`config.mk`:
```
export PLATFORM = sky130hd
export DESIGN_NAME = redmean_color_distance_unit
export DESIGN_NICKNAME = d
export VERILOG_FILES = /design/src/hdl/rmcd_pkg.sv /design/src/hdl/rmcd_sqrt_pipe.sv /design/src/hdl/redmean_color_distance_unit.sv
export SDC_FILE = /design/constraint.sdc
export NUM_CORES = 2
export LEC_CHECK = 0
export BUFFER_PORTS_ARGS = -buffer_cell sky130_fd_sc_hd__buf_4
export CORE_MARGIN = 2
export CORE_UTILIZATION = 34
export CTS_CLUSTER_SIZE = 28
export DETAILED_ROUTE_END_ITERATION = 10
export GPL_TIMING_DRIVEN = 0
export PLACE_DENSITY = 0.49
export SYNTH_ARGS = -nofsm -noshare
export SYNTH_HDL_FRONTEND = slang
export SYNTH_SLANG_ARGS = --single-unit
```
`constraint.sdc`:
```
create_clock -name clk -period 9.9 [get_ports clk]
set_clock_uncertainty 0.1 [all_clocks]
set_input_delay 0.495 -clock clk [delete_from_list [all_inputs] [get_ports clk]]
set_output_delay 0.495 -clock clk [all_outputs]
set_load 0.05 [all_outputs]
```
`src/hdl/rmcd_pkg.sv`:
```
// ----------------------------------------------------------------------------
// rmcd_pkg
// Shared widths, the square-root pipeline record and its one-bit step.
// ----------------------------------------------------------------------------
package rmcd_pkg;

    localparam int CHAN_W     = 8;
    localparam int SUM_W      = 20;
    localparam int RAD_W      = SUM_W + 8;     // sum scaled by 256 for Q4 output
    localparam int SQRT_STEPS = RAD_W / 2;     // one root bit per stage
    localparam int DIST_W     = SQRT_STEPS;
    localparam int REM_W      = DIST_W + 3;

    typedef struct packed {
        logic [SUM_W-1:0]  sum;
        logic [REM_W-1:0]  rem;
        logic [DIST_W-1:0] root;
    } rmcd_sqrt_t;

    // Take in the next two radicand bits and decide one root bit.
    function automatic rmcd_sqrt_t sqrt_step(input rmcd_sqrt_t cur, input logic [1:0] pair);
        rmcd_sqrt_t        nxt;
        logic [REM_W-1:0]  rem_sh;
        logic [REM_W-1:0]  trial;
        nxt    = cur;
        rem_sh = {cur.rem[REM_W-3:0], pair};
        trial  = {1'b0, cur.root, 2'b01};
        if (rem_sh >= trial)
        begin
            nxt.rem  = rem_sh - trial;
            nxt.root = {cur.root[DIST_W-2:0], 1'b1};
        end
        else
        begin
            nxt.rem  = rem_sh;
            nxt.root = {cur.root[DIST_W-2:0], 1'b0};
        end
        return nxt;
    endfunction

endpackage

```
`src/hdl/rmcd_sqrt_pipe.sv`:
```
// ----------------------------------------------------------------------------
// rmcd_sqrt_pipe
// Pipelined integer square root of sum*256, one root bit per stage.
// ----------------------------------------------------------------------------
module rmcd_sqrt_pipe
    import rmcd_pkg::*;
(
    input  logic              clk,
    input  logic              rst_n,
    input  logic              in_valid,
    output logic              in_ready,
    input  logic [SUM_W-1:0]  in_sum,
    output logic              out_valid,
    input  logic              out_ready,
    output logic [SUM_W-1:0]  out_sum,
    output logic [DIST_W-1:0] out_root
);

    logic       valid_reg [SQRT_STEPS];
    rmcd_sqrt_t data_reg  [SQRT_STEPS];
    logic       stage_ready [SQRT_STEPS];

    genvar k;
    generate
        for (k = 0; k < SQRT_STEPS; k++)
        begin : g_stage
            localparam int PairLsb = 2 * (SQRT_STEPS - 1 - k);
            logic             prev_valid;
            rmcd_sqrt_t       prev_data;
            logic [RAD_W-1:0] rad;
            rmcd_sqrt_t       data_next;

            if (k == 0)
            begin : g_head
                assign prev_valid = in_valid;
                assign prev_data  = '{sum: in_sum, rem: '0, root: '0};
            end
            else
            begin : g_body
                assign prev_valid = valid_reg[k-1];
                assign prev_data  = data_reg[k-1];
            end

            if (k == SQRT_STEPS - 1)
            begin : g_tail
                assign stage_ready[k] = !valid_reg[k] || out_ready;
            end
            else
            begin : g_mid
                assign stage_ready[k] = !valid_reg[k] || stage_ready[k+1];
            end

            assign rad       = {prev_data.sum, 8'h00};
            assign data_next = sqrt_step(prev_data, rad[PairLsb +: 2]);

            always_ff @(posedge clk or negedge rst_n)
            begin
                if (!rst_n)
                begin
                    valid_reg[k] <= 1'b0;
                end
                else if (stage_ready[k])
                begin
                    valid_reg[k] <= prev_valid;
                end
            end

            always_ff @(posedge clk)
            begin
                if (stage_ready[k] && prev_valid)
                begin
                    data_reg[k] <= data_next;
                end
            end
        end
    endgenerate

    assign in_ready  = stage_ready[0];
    assign out_valid = valid_reg[SQRT_STEPS-1];
    assign out_sum   = data_reg[SQRT_STEPS-1].sum;
    assign out_root  = data_reg[SQRT_STEPS-1].root;

endmodule

```
`src/hdl/redmean_color_distance_unit.sv`:
```
// ----------------------------------------------------------------------------
// redmean_color_distance_unit
// Redmean weighted color distance of two RGB colors, with Q4 square root.
// ----------------------------------------------------------------------------
//
//  channel   dir  bits  contents
//  s_axis    in   48    color pair request
//  m_axis    out  40    weighted sum and Q4 distance
//
//  One request enters per cycle while s_tready is high; it passes 4 arithmetic
//  stages, then 14 square-root stages, one root bit each; the root width sets their count.
//  Reset clears only the stage valid bits; payload registers hold garbage.
//  Each stage advances when it is empty or the next stage takes its data,
//  so bubbles collapse under back-pressure and nothing is dropped or repeated.
//  With the whole pipe full and m_tready low, s_tready drops.
//
module redmean_color_distance_unit
    import rmcd_pkg::*;
(
    input  logic        clk,
    input  logic        rst_n,
    input  logic        s_tvalid,
    output logic        s_tready,
    // first_red, first_green, first_blue, second_red, second_green, second_blue
    input  logic [47:0] s_tdata,
    output logic        m_tvalid,
    input  logic        m_tready,
    // weighted_sum[19:0], distance_q4[33:20], zero pad[39:34]
    output logic [39:0] m_tdata
);

    // Unpack the request fields.
    logic [CHAN_W-1:0] r1, g1, b1, r2, g2, b2;
    assign r1 = s_tdata[7:0];
    assign g1 = s_tdata[15:8];
    assign b1 = s_tdata[23:16];
    assign r2 = s_tdata[31:24];
    assign g2 = s_tdata[39:32];
    assign b2 = s_tdata[47:40];

    // Stage handshake: a stage loads when empty or when its output moves on.
    logic s1_valid_reg, s2_valid_reg, s3_valid_reg, s4_valid_reg;
    logic s1_ready, s2_ready, s3_ready, s4_ready, sq_ready;

    assign s1_ready = !s1_valid_reg || s2_ready;
    assign s2_ready = !s2_valid_reg || s3_ready;
    assign s3_ready = !s3_valid_reg || s4_ready;
    assign s4_ready = !s4_valid_reg || sq_ready;
    assign s_tready = s1_ready;

    // Stage 1: red mean and absolute channel differences.
    logic [CHAN_W-1:0] rmean_reg, dr_reg, dg_reg, db_reg;
    logic [CHAN_W-1:0] rmean_next, dr_next, dg_next, db_next;
    logic [CHAN_W:0]   rsum;

    always_comb
    begin
        rsum       = {1'b0, r1} + {1'b0, r2};
        rmean_next = rsum[CHAN_W:1];
        dr_next    = (r1 >= r2) ? (r1 - r2) : (r2 - r1);
        dg_next    = (g1 >= g2) ? (g1 - g2) : (g2 - g1);
        db_next    = (b1 >= b2) ? (b1 - b2) : (b2 - b1);
    end

    // Stage 2: squares and the two red-mean weights (512+m, 767-m).
    logic [2*CHAN_W-1:0] dr2_reg, dg2_reg, db2_reg;
    logic [9:0]          wr_reg, wb_reg;
    logic [2*CHAN_W-1:0] dr2_next, dg2_next, db2_next;
    logic [9:0]          wr_next, wb_next;

    always_comb
    begin
        dr2_next = dr_reg * dr_reg;
        dg2_next = dg_reg * dg_reg;
        db2_next = db_reg * db_reg;
        wr_next  = 10'd512 + {2'b00, rmean_reg};
        wb_next  = 10'd767 - {2'b00, rmean_reg};
    end

    // Stage 3: weighted terms; red and blue products floored by 256, green is 4*dg^2.
    logic [17:0] red_term_reg, green_term_reg, blue_term_reg;
    logic [17:0] red_term_next, green_term_next, blue_term_next;
    logic [25:0] red_prod, blue_prod;

    always_comb
    begin
        red_prod        = wr_reg * dr2_reg;
        blue_prod       = wb_reg * db2_reg;
        red_term_next   = red_prod[25:8];
        blue_term_next  = blue_prod[25:8];
        green_term_next = {dg2_reg, 2'b00};
    end

    // Stage 4: total; the largest reachable sum stays inside 20 bits.
    logic [SUM_W-1:0] sum_reg, sum_next;

    always_comb
    begin
        sum_next = {2'b00, red_term_reg} + {2'b00, green_term_reg}
                 + {2'b00, blue_term_reg};
    end

    always_ff @(posedge clk or negedge rst_n)
    begin
        if (!rst_n)
        begin
            s1_valid_reg <= 1'b0;
            s2_valid_reg <= 1'b0;
            s3_valid_reg <= 1'b0;
            s4_valid_reg <= 1'b0;
        end
        else
        begin
            if (s1_ready) s1_valid_reg <= s_tvalid;
            if (s2_ready) s2_valid_reg <= s1_valid_reg;
            if (s3_ready) s3_valid_reg <= s2_valid_reg;
            if (s4_ready) s4_valid_reg <= s3_valid_reg;
        end
    end

    always_ff @(posedge clk)
    begin
        if (s1_ready && s_tvalid)
        begin
            rmean_reg <= rmean_next;
            dr_reg    <= dr_next;
            dg_reg    <= dg_next;
            db_reg    <= db_next;
        end
        if (s2_ready && s1_valid_reg)
        begin
            dr2_reg <= dr2_next;
            dg2_reg <= dg2_next;
            db2_reg <= db2_next;
            wr_reg  <= wr_next;
            wb_reg  <= wb_next;
        end
        if (s3_ready && s2_valid_reg)
        begin
            red_term_reg   <= red_term_next;
            green_term_reg <= green_term_next;
            blue_term_reg  <= blue_term_next;
        end
        if (s4_ready && s3_valid_reg)
        begin
            sum_reg <= sum_next;
        end
    end

    // Square root of sum*256; the last root stage is the output register.
    logic [SUM_W-1:0]  out_sum;
    logic [DIST_W-1:0] out_root;

    rmcd_sqrt_pipe u_sqrt (
        .clk       (clk),
        .rst_n     (rst_n),
        .in_valid  (s4_valid_reg),
        .in_ready  (sq_ready),
        .in_sum    (sum_reg),
        .out_valid (m_tvalid),
        .out_ready (m_tready),
        .out_sum   (out_sum),
        .out_root  (out_root)
    );

    assign m_tdata = {6'b000000, out_root, out_sum};

    // Root bracket: root^2 <= sum*256 < (root+1)^2.
    logic [29:0] chk_rad, chk_sq, chk_sq1;
    assign chk_rad = {2'b00, out_sum, 8'h00};
    assign chk_sq  = {16'd0, out_root} * {16'd0, out_root};
    assign chk_sq1 = ({16'd0, out_root} + 30'd1) * ({16'd0, out_root} + 30'd1);

    a_root_low: assert property (@(posedge clk) disable iff (!rst_n)
        m_tvalid |-> chk_sq <= chk_rad)
        else $error("distance root too large for its sum");

    a_root_high: assert property (@(posedge clk) disable iff (!rst_n)
        m_tvalid |-> chk_sq1 > chk_rad)
        else $error("distance root too small for its sum");

    a_sum_range: assert property (@(posedge clk) disable iff (!rst_n)
        m_tvalid |-> out_sum <= 20'd584970)
        else $error("weighted sum beyond reachable range");

    a_full_stall: assert property (@(posedge clk) disable iff (!rst_n)
        !s_tready |-> (m_tvalid && !m_tready))
        else $error("input blocked while output side is free");

endmodule

```
==> Yosys cells after proc, flatten, opt, wreduce, memory -nomap -nowiden <==
Memories as Yosys holds them, arrays and structs flattened.
Cells that the tools add are included.
W data, S select, Z words.
{ "word_totals": {"wordCells": 178, "n_memories": 1, "ff_bits": 190, "mem_bits_rw": 714} }
{ "classes": {"magnitude_cmp": 17, "mux": 45, "multipliers": 5, "reduce_logical": 54, "n_addsub": 25} }
{ "mem_list": {"columns": ["name", "words", "width", "read_ports", "rd_clocked_by_memory_dff", "write_ports", "line_no", "source"], "rows": [
  ["u_sqrt.data_reg", 14, 51, 14, 0, 14, "rmcd_sqrt_pipe.sv:20", "rmcd_sqrt_t data_reg [SQRT_STEPS];"]
]} }
{ "ops": {"columns": ["cell", "n"], "rows": [
  ["$mux W31", 14],
  ["$ge A17 B16 Y1", 13],
  ["$sub A17 B16 Y17", 13],
  ["$mul A10 B16 Y26", 2],
  ["$mul A8 B8 Y16", 3],
  ["$sub A8 B8 Y8", 6],
  ["$mux W1", 28],
  ["$ge A8 B8 Y1", 3],
  ["$mux W8", 3],
  ["$add A19 B18 Y20", 1],
  ["$add A18 B18 Y19", 1],
  ["$logic_and A1 B1 Y1", 18],
  ["$logic_not A1 Y1", 18],
  ["$logic_or A1 B1 Y1", 18],
  ["$add A10 B8 Y10 const A", 1],
  ["$sub A10 B8 Y10 const A", 1],
  ["$add A8 B8 Y9", 1],
  ["$sub A2 B1 Y3 const B", 1],
  ["$ge A2 B1 Y1 const B", 1]
]} }

==> Longest topological paths before layout <==
{ "depth": {"word_depth": 20, "mapped_depth": 23, "depth_no_buf": 22} }

==> Hierarchy <==
A second synthesis with hierarchy kept.
{ "hier_totals": {"cells_unflattened": 3836, "area_unflattened_um2": 46460.8} }
{ "modules_own_cells": {"columns": ["module", "area_per_inst_um2", "instances", "seq_area_each_um2", "cells_per_inst"], "rows": [
  ["rmcd_sqrt_pipe", 24793.8, 1, 17226.5, 1709],
  ["redmean_color_distance_unit", 21667.0, 1, 5024.8, 2127]
]} }

==> Least setup slack after synthesis <==
OpenSTA, ideal clock, no wires.
{ "synth_path": {"kind": "reg-to-reg", "startpoint": "register wb_reg[1]", "endpoint": "register blue_term_reg[17] (data pin)", "period_less_slack_ns": 6.150, "arrival_ns": 5.790, "path_stages_with_launch": 24, "slack_ns": 3.750, "path_buffers": 1, "required_time_ns": 9.540, "path_cell_list": "edfxtp_1 clkbuf_1 nand2_1 fa_1 inv_1 fa_1 inv_1 fa_1 inv_1 fa_1 inv_1 fa_1 inv_1 ha_1 a21o_1 a21o_1 a221oi_2 o21ai_1 and2_1 a41o_1 o31a_1 a211o_1 a21oi_2 xnor2_1"} }
{ "synth_via": {"elab_chain_cells": 1} }
{ "synth_rtl": {"columns": ["item", "line_no", "source"], "rows": [
  ["from (decl)", "redmean_color_distance_unit.sv:67", "logic [9:0] wr_reg, wb_reg;"],
  ["from (signal assigned)", "redmean_color_distance_unit.sv:136", "wb_reg <= wb_next;"],
  ["$mul A10 B16 Y26", "redmean_color_distance_unit.sv:88", "blue_prod = wb_reg * db2_reg;"],
  ["via blue_prod[25]", "redmean_color_distance_unit.sv:83", "logic [25:0] red_prod, blue_prod;"],
  ["to (signal assigned)", "redmean_color_distance_unit.sv:142", "blue_term_reg <= blue_term_next;"],
  ["to (decl)", "redmean_color_distance_unit.sv:81", "logic [17:0] red_term_reg, green_term_reg, blue_term_reg;"]
]} }
The timed path passes the listed nets, and every way through them passes these cells.
A chain may end at the register's enable or synchronous reset.

==> Final worst setup path <==
{ "layout_path": {"startpoint": "register wb_reg[2]", "endpoint": "register blue_term_reg[17] (data pin)"} }
The elaborated chain is that of the path after synthesis.

==> results_dict.tcl <==
set metrics [dict create \
    outcome "completed" \
    hold_path.class "primary input to flop" \
    critPathTopFamily "adder cells" \
    wl_per_cell_um 14.1 \
    yosysTopAreaCellShare_pct 48.0 \
    cts-hold-fix-buffers 2 \
    vias 25993 \
    netlist_top_cells_count "edfxtp_1 (726), inv_1 (534), ha_1 (415), fa_1 (273), nand2_1 (269)" \
    worst_setup_path_start_kind "flop" \
    fillers 12840 \
    drive_gt1_share_pct 8.14 \
    tightestPinTransition_ns 1.08 \
    ant_nets 0 \
    die_width_um 369 \
    wirelength_um 80800 \
    setup_viol 0 \
    grt_pass1_vias 27114 \
    hold_viol_final 0 \
    critPathArrivalTime_ns 7.14 \
    slowest_delay_ns 0.53 \
    initial_core_util_pct 34.1 \
    vias_per_cell 4.54 \
    io_buffer_count 87 \
    die_y_um 369 \
    postCtsSetupRepairBufs 0 \
    synth_seq_area_share_pct 49.0 \
    rrSetupSlack_ns 3.06 \
    synth_flop_cell "edfxtp_1" \
    grt.overflow.total 0 \
    maxSlewViolCount 0 \
    worstSetupPathDepth 23 \
    fin_crit_ns 6.84 \
    cts.sinks 744 \
    clock.fmax_ghz 0.146 \
    rsz0062_at_grt "no" \
    rr_startpoint "wb_reg[2]" \
    drt_pass1_iterations 4 \
    gp_congestion 0.805 \
    synth_cell_types 74 \
    area_growth_pct 13.3 \
    cts_buffers 83 \
    drc 0 \
    worstSkewPairLatency_ns 0.66 \
    path_class "flop to flop" \
    min_to "rmean_reg[7]" \
    num_rows 134 \
    relSlewSlack_pct 27.7 \
    crit_path_end_kind "flop" \
    grt_antenna_before_repair 0 \
    path_buf_inv 6 \
    rr_endpoint "blue_term_reg[17]" \
    synthCells 3696 \
    async_flop_share_pct 2.42 \
    r2r_cells 23 \
    die-area_mm2 0.136 \
    hold_depth 3 \
    ys_warn_count 0 \
    cts-root-buf "clkbuf_16" \
    dpl_worst_slack_ns 3.00 \
    antenna_cells 0 \
    yosys.area.top_type "edfxtp_1" \
    cts_tree "yes" \
    cp_cell_sequence "clkbuf_1 > nand2_1 > fa_1 > inv_1 > fa_1 > inv_1 > fa_1 > inv_1 > fa_1 > inv_1 > fa_1 > inv_1 > ha_1 > a21o_1 > a21o_1 > a221oi_2 > o21ai_1 > and2_1 > a41o_1 > o31a_1 > a211o_1 > a21oi_2 > xnor2_1" \
    grt_pass1_wl_um 136000 \
    crit_fanout 10 \
    synth_edf_count 726 \
    synth_area_leaders "edfxtp_1 (48%), fa_1 (12%), ha_1 (11%), inv_1 (4.4%), xnor2_1 (3.2%)" \
    ys_ff_latch 744 \
    cts_resized 0 \
    drt_iter0_markers 1273 \
    grt_max_degree 62 \
    period_share_pct 69.1 \
    cpMaxStageDelayCell "edfxtp_1" \
    largest_register_ffs 562 \
    fin_nets 4634 \
    fin_setup_tns_ns 0 \
    core-area_mm2 0.133 \
    synth_most_common_cell "edfxtp_1" \
    path_clk_slew_ns 0.06 \
    track_usage_pct 12.2 \
    timing.final.ws_setup_ns 3.06 \
    ioPinCount 94 \
    hold_start "s_tdata[31]" \
    max_cap_viol_count 0 \
    dp_hpwl_um 62900 \
    synth.avg_cell_area_um2 12.3 \
    crit_required_ns 10.19 \
    syn_area_mm2 0.0454 \
    htree_levels 3 \
    clockBufferDepth 3 \
]
-- worst max-delay path by stage --
stage	from	endpoint	slack, ns
6_report	wb_reg[2]	blue_term_reg[17]	3.06
5_1_grt	wb_reg[2]	blue_term_reg[17]	2.70
4_1_cts	wb_reg[2]	blue_term_reg[17]	2.98
3_5_place_dp	wb_reg[2]	blue_term_reg[17]	3.00
3_3_place_gp	wb_reg[2]	blue_term_reg[17]	3.05
2_1_floorplan	wb_reg[1]	blue_term_reg[17]	3.75
-- worst register-to-register path, delay by kind of cell, from the launching register on --
family	cells	cell delay, ns
and+or+nand+nor	2	0.36
DFF	1	0.53
AOI/OAI and AO/OA	8	2.00
xor gates and xnor gates	1	0.11
buffers and inverters	6	0.70
adders and majority gates	6	2.80
-- routing by layer --
layer	track usage, %	part of all wire, %	vias up
met5	0	0	-
met4	4.14	3.0	0
met3	1.75	2.5	117
met2	21.7	50	282
met1	15.0	44	12629
li1	-	-	12965
-- through the flow --
| step | std cells | hold slack (ns) | util, % | instance area (µm²) |
|---|---|---|---|---|
| after detailed placement | 5575 | 0.299 | 36.6 | 48700 |
| after CTS | 5726 | 0.0750 | 38.7 | 51400 |
| after global routing | 5726 | 0.122 | 38.7 | 51400 |
| after floorplan | 3704 | 0.0994 | - | 45400 |
| final | 5726 | 0.129 | 38.7 | 51400 |
| after global placement | 5559 | 0.296 | 36.3 | 48300 |
-- cell usage in the layout, fill, tap and decap left out, drive strengths merged, types with 33 or more instances in the layout --
cell type,instances
fa,273
a21o,53
clkbuf,148
edfxtp,726
nand2,269
ha,415
nor2b,47
buf,147
nor2,172
nand3,38
clkinv,33
nand2b,43
a21oi,140
xor2,66
and2,186
xnor2,164
inv,536
nor3,51
o21a,49
o21ai,105
-- kinds of logic after synthesis --
logic type	Yosys count	synth area share, %
and+or+nand+nor	901	9.81
DFF	744	49.0
adders and majority gates	688	23.5
buffers and inverters	624	5.54
AOI/OAI and AO/OA	478	6.96
xor gates and xnor gates	230	4.44
muxes	30	0.714
other	1	0.00826
-- cell type report --
type                    count  area (µm²)  share of cell area (%)
plain buffers              89         507                   0.986
clock buffers             103        2150                    4.19
clock inverters            46         562                    1.09
inverters                 535        2010                    3.91
multi-input cells        2336       20700                    40.3
flip-flops and latches    744       22300                    43.3
well taps                1768        2210                    4.30
repair buffers            105         992                    1.93
Power is not shown: default switching activity piles up to over one toggle a cycle in this logic, so the estimate is an artifact.
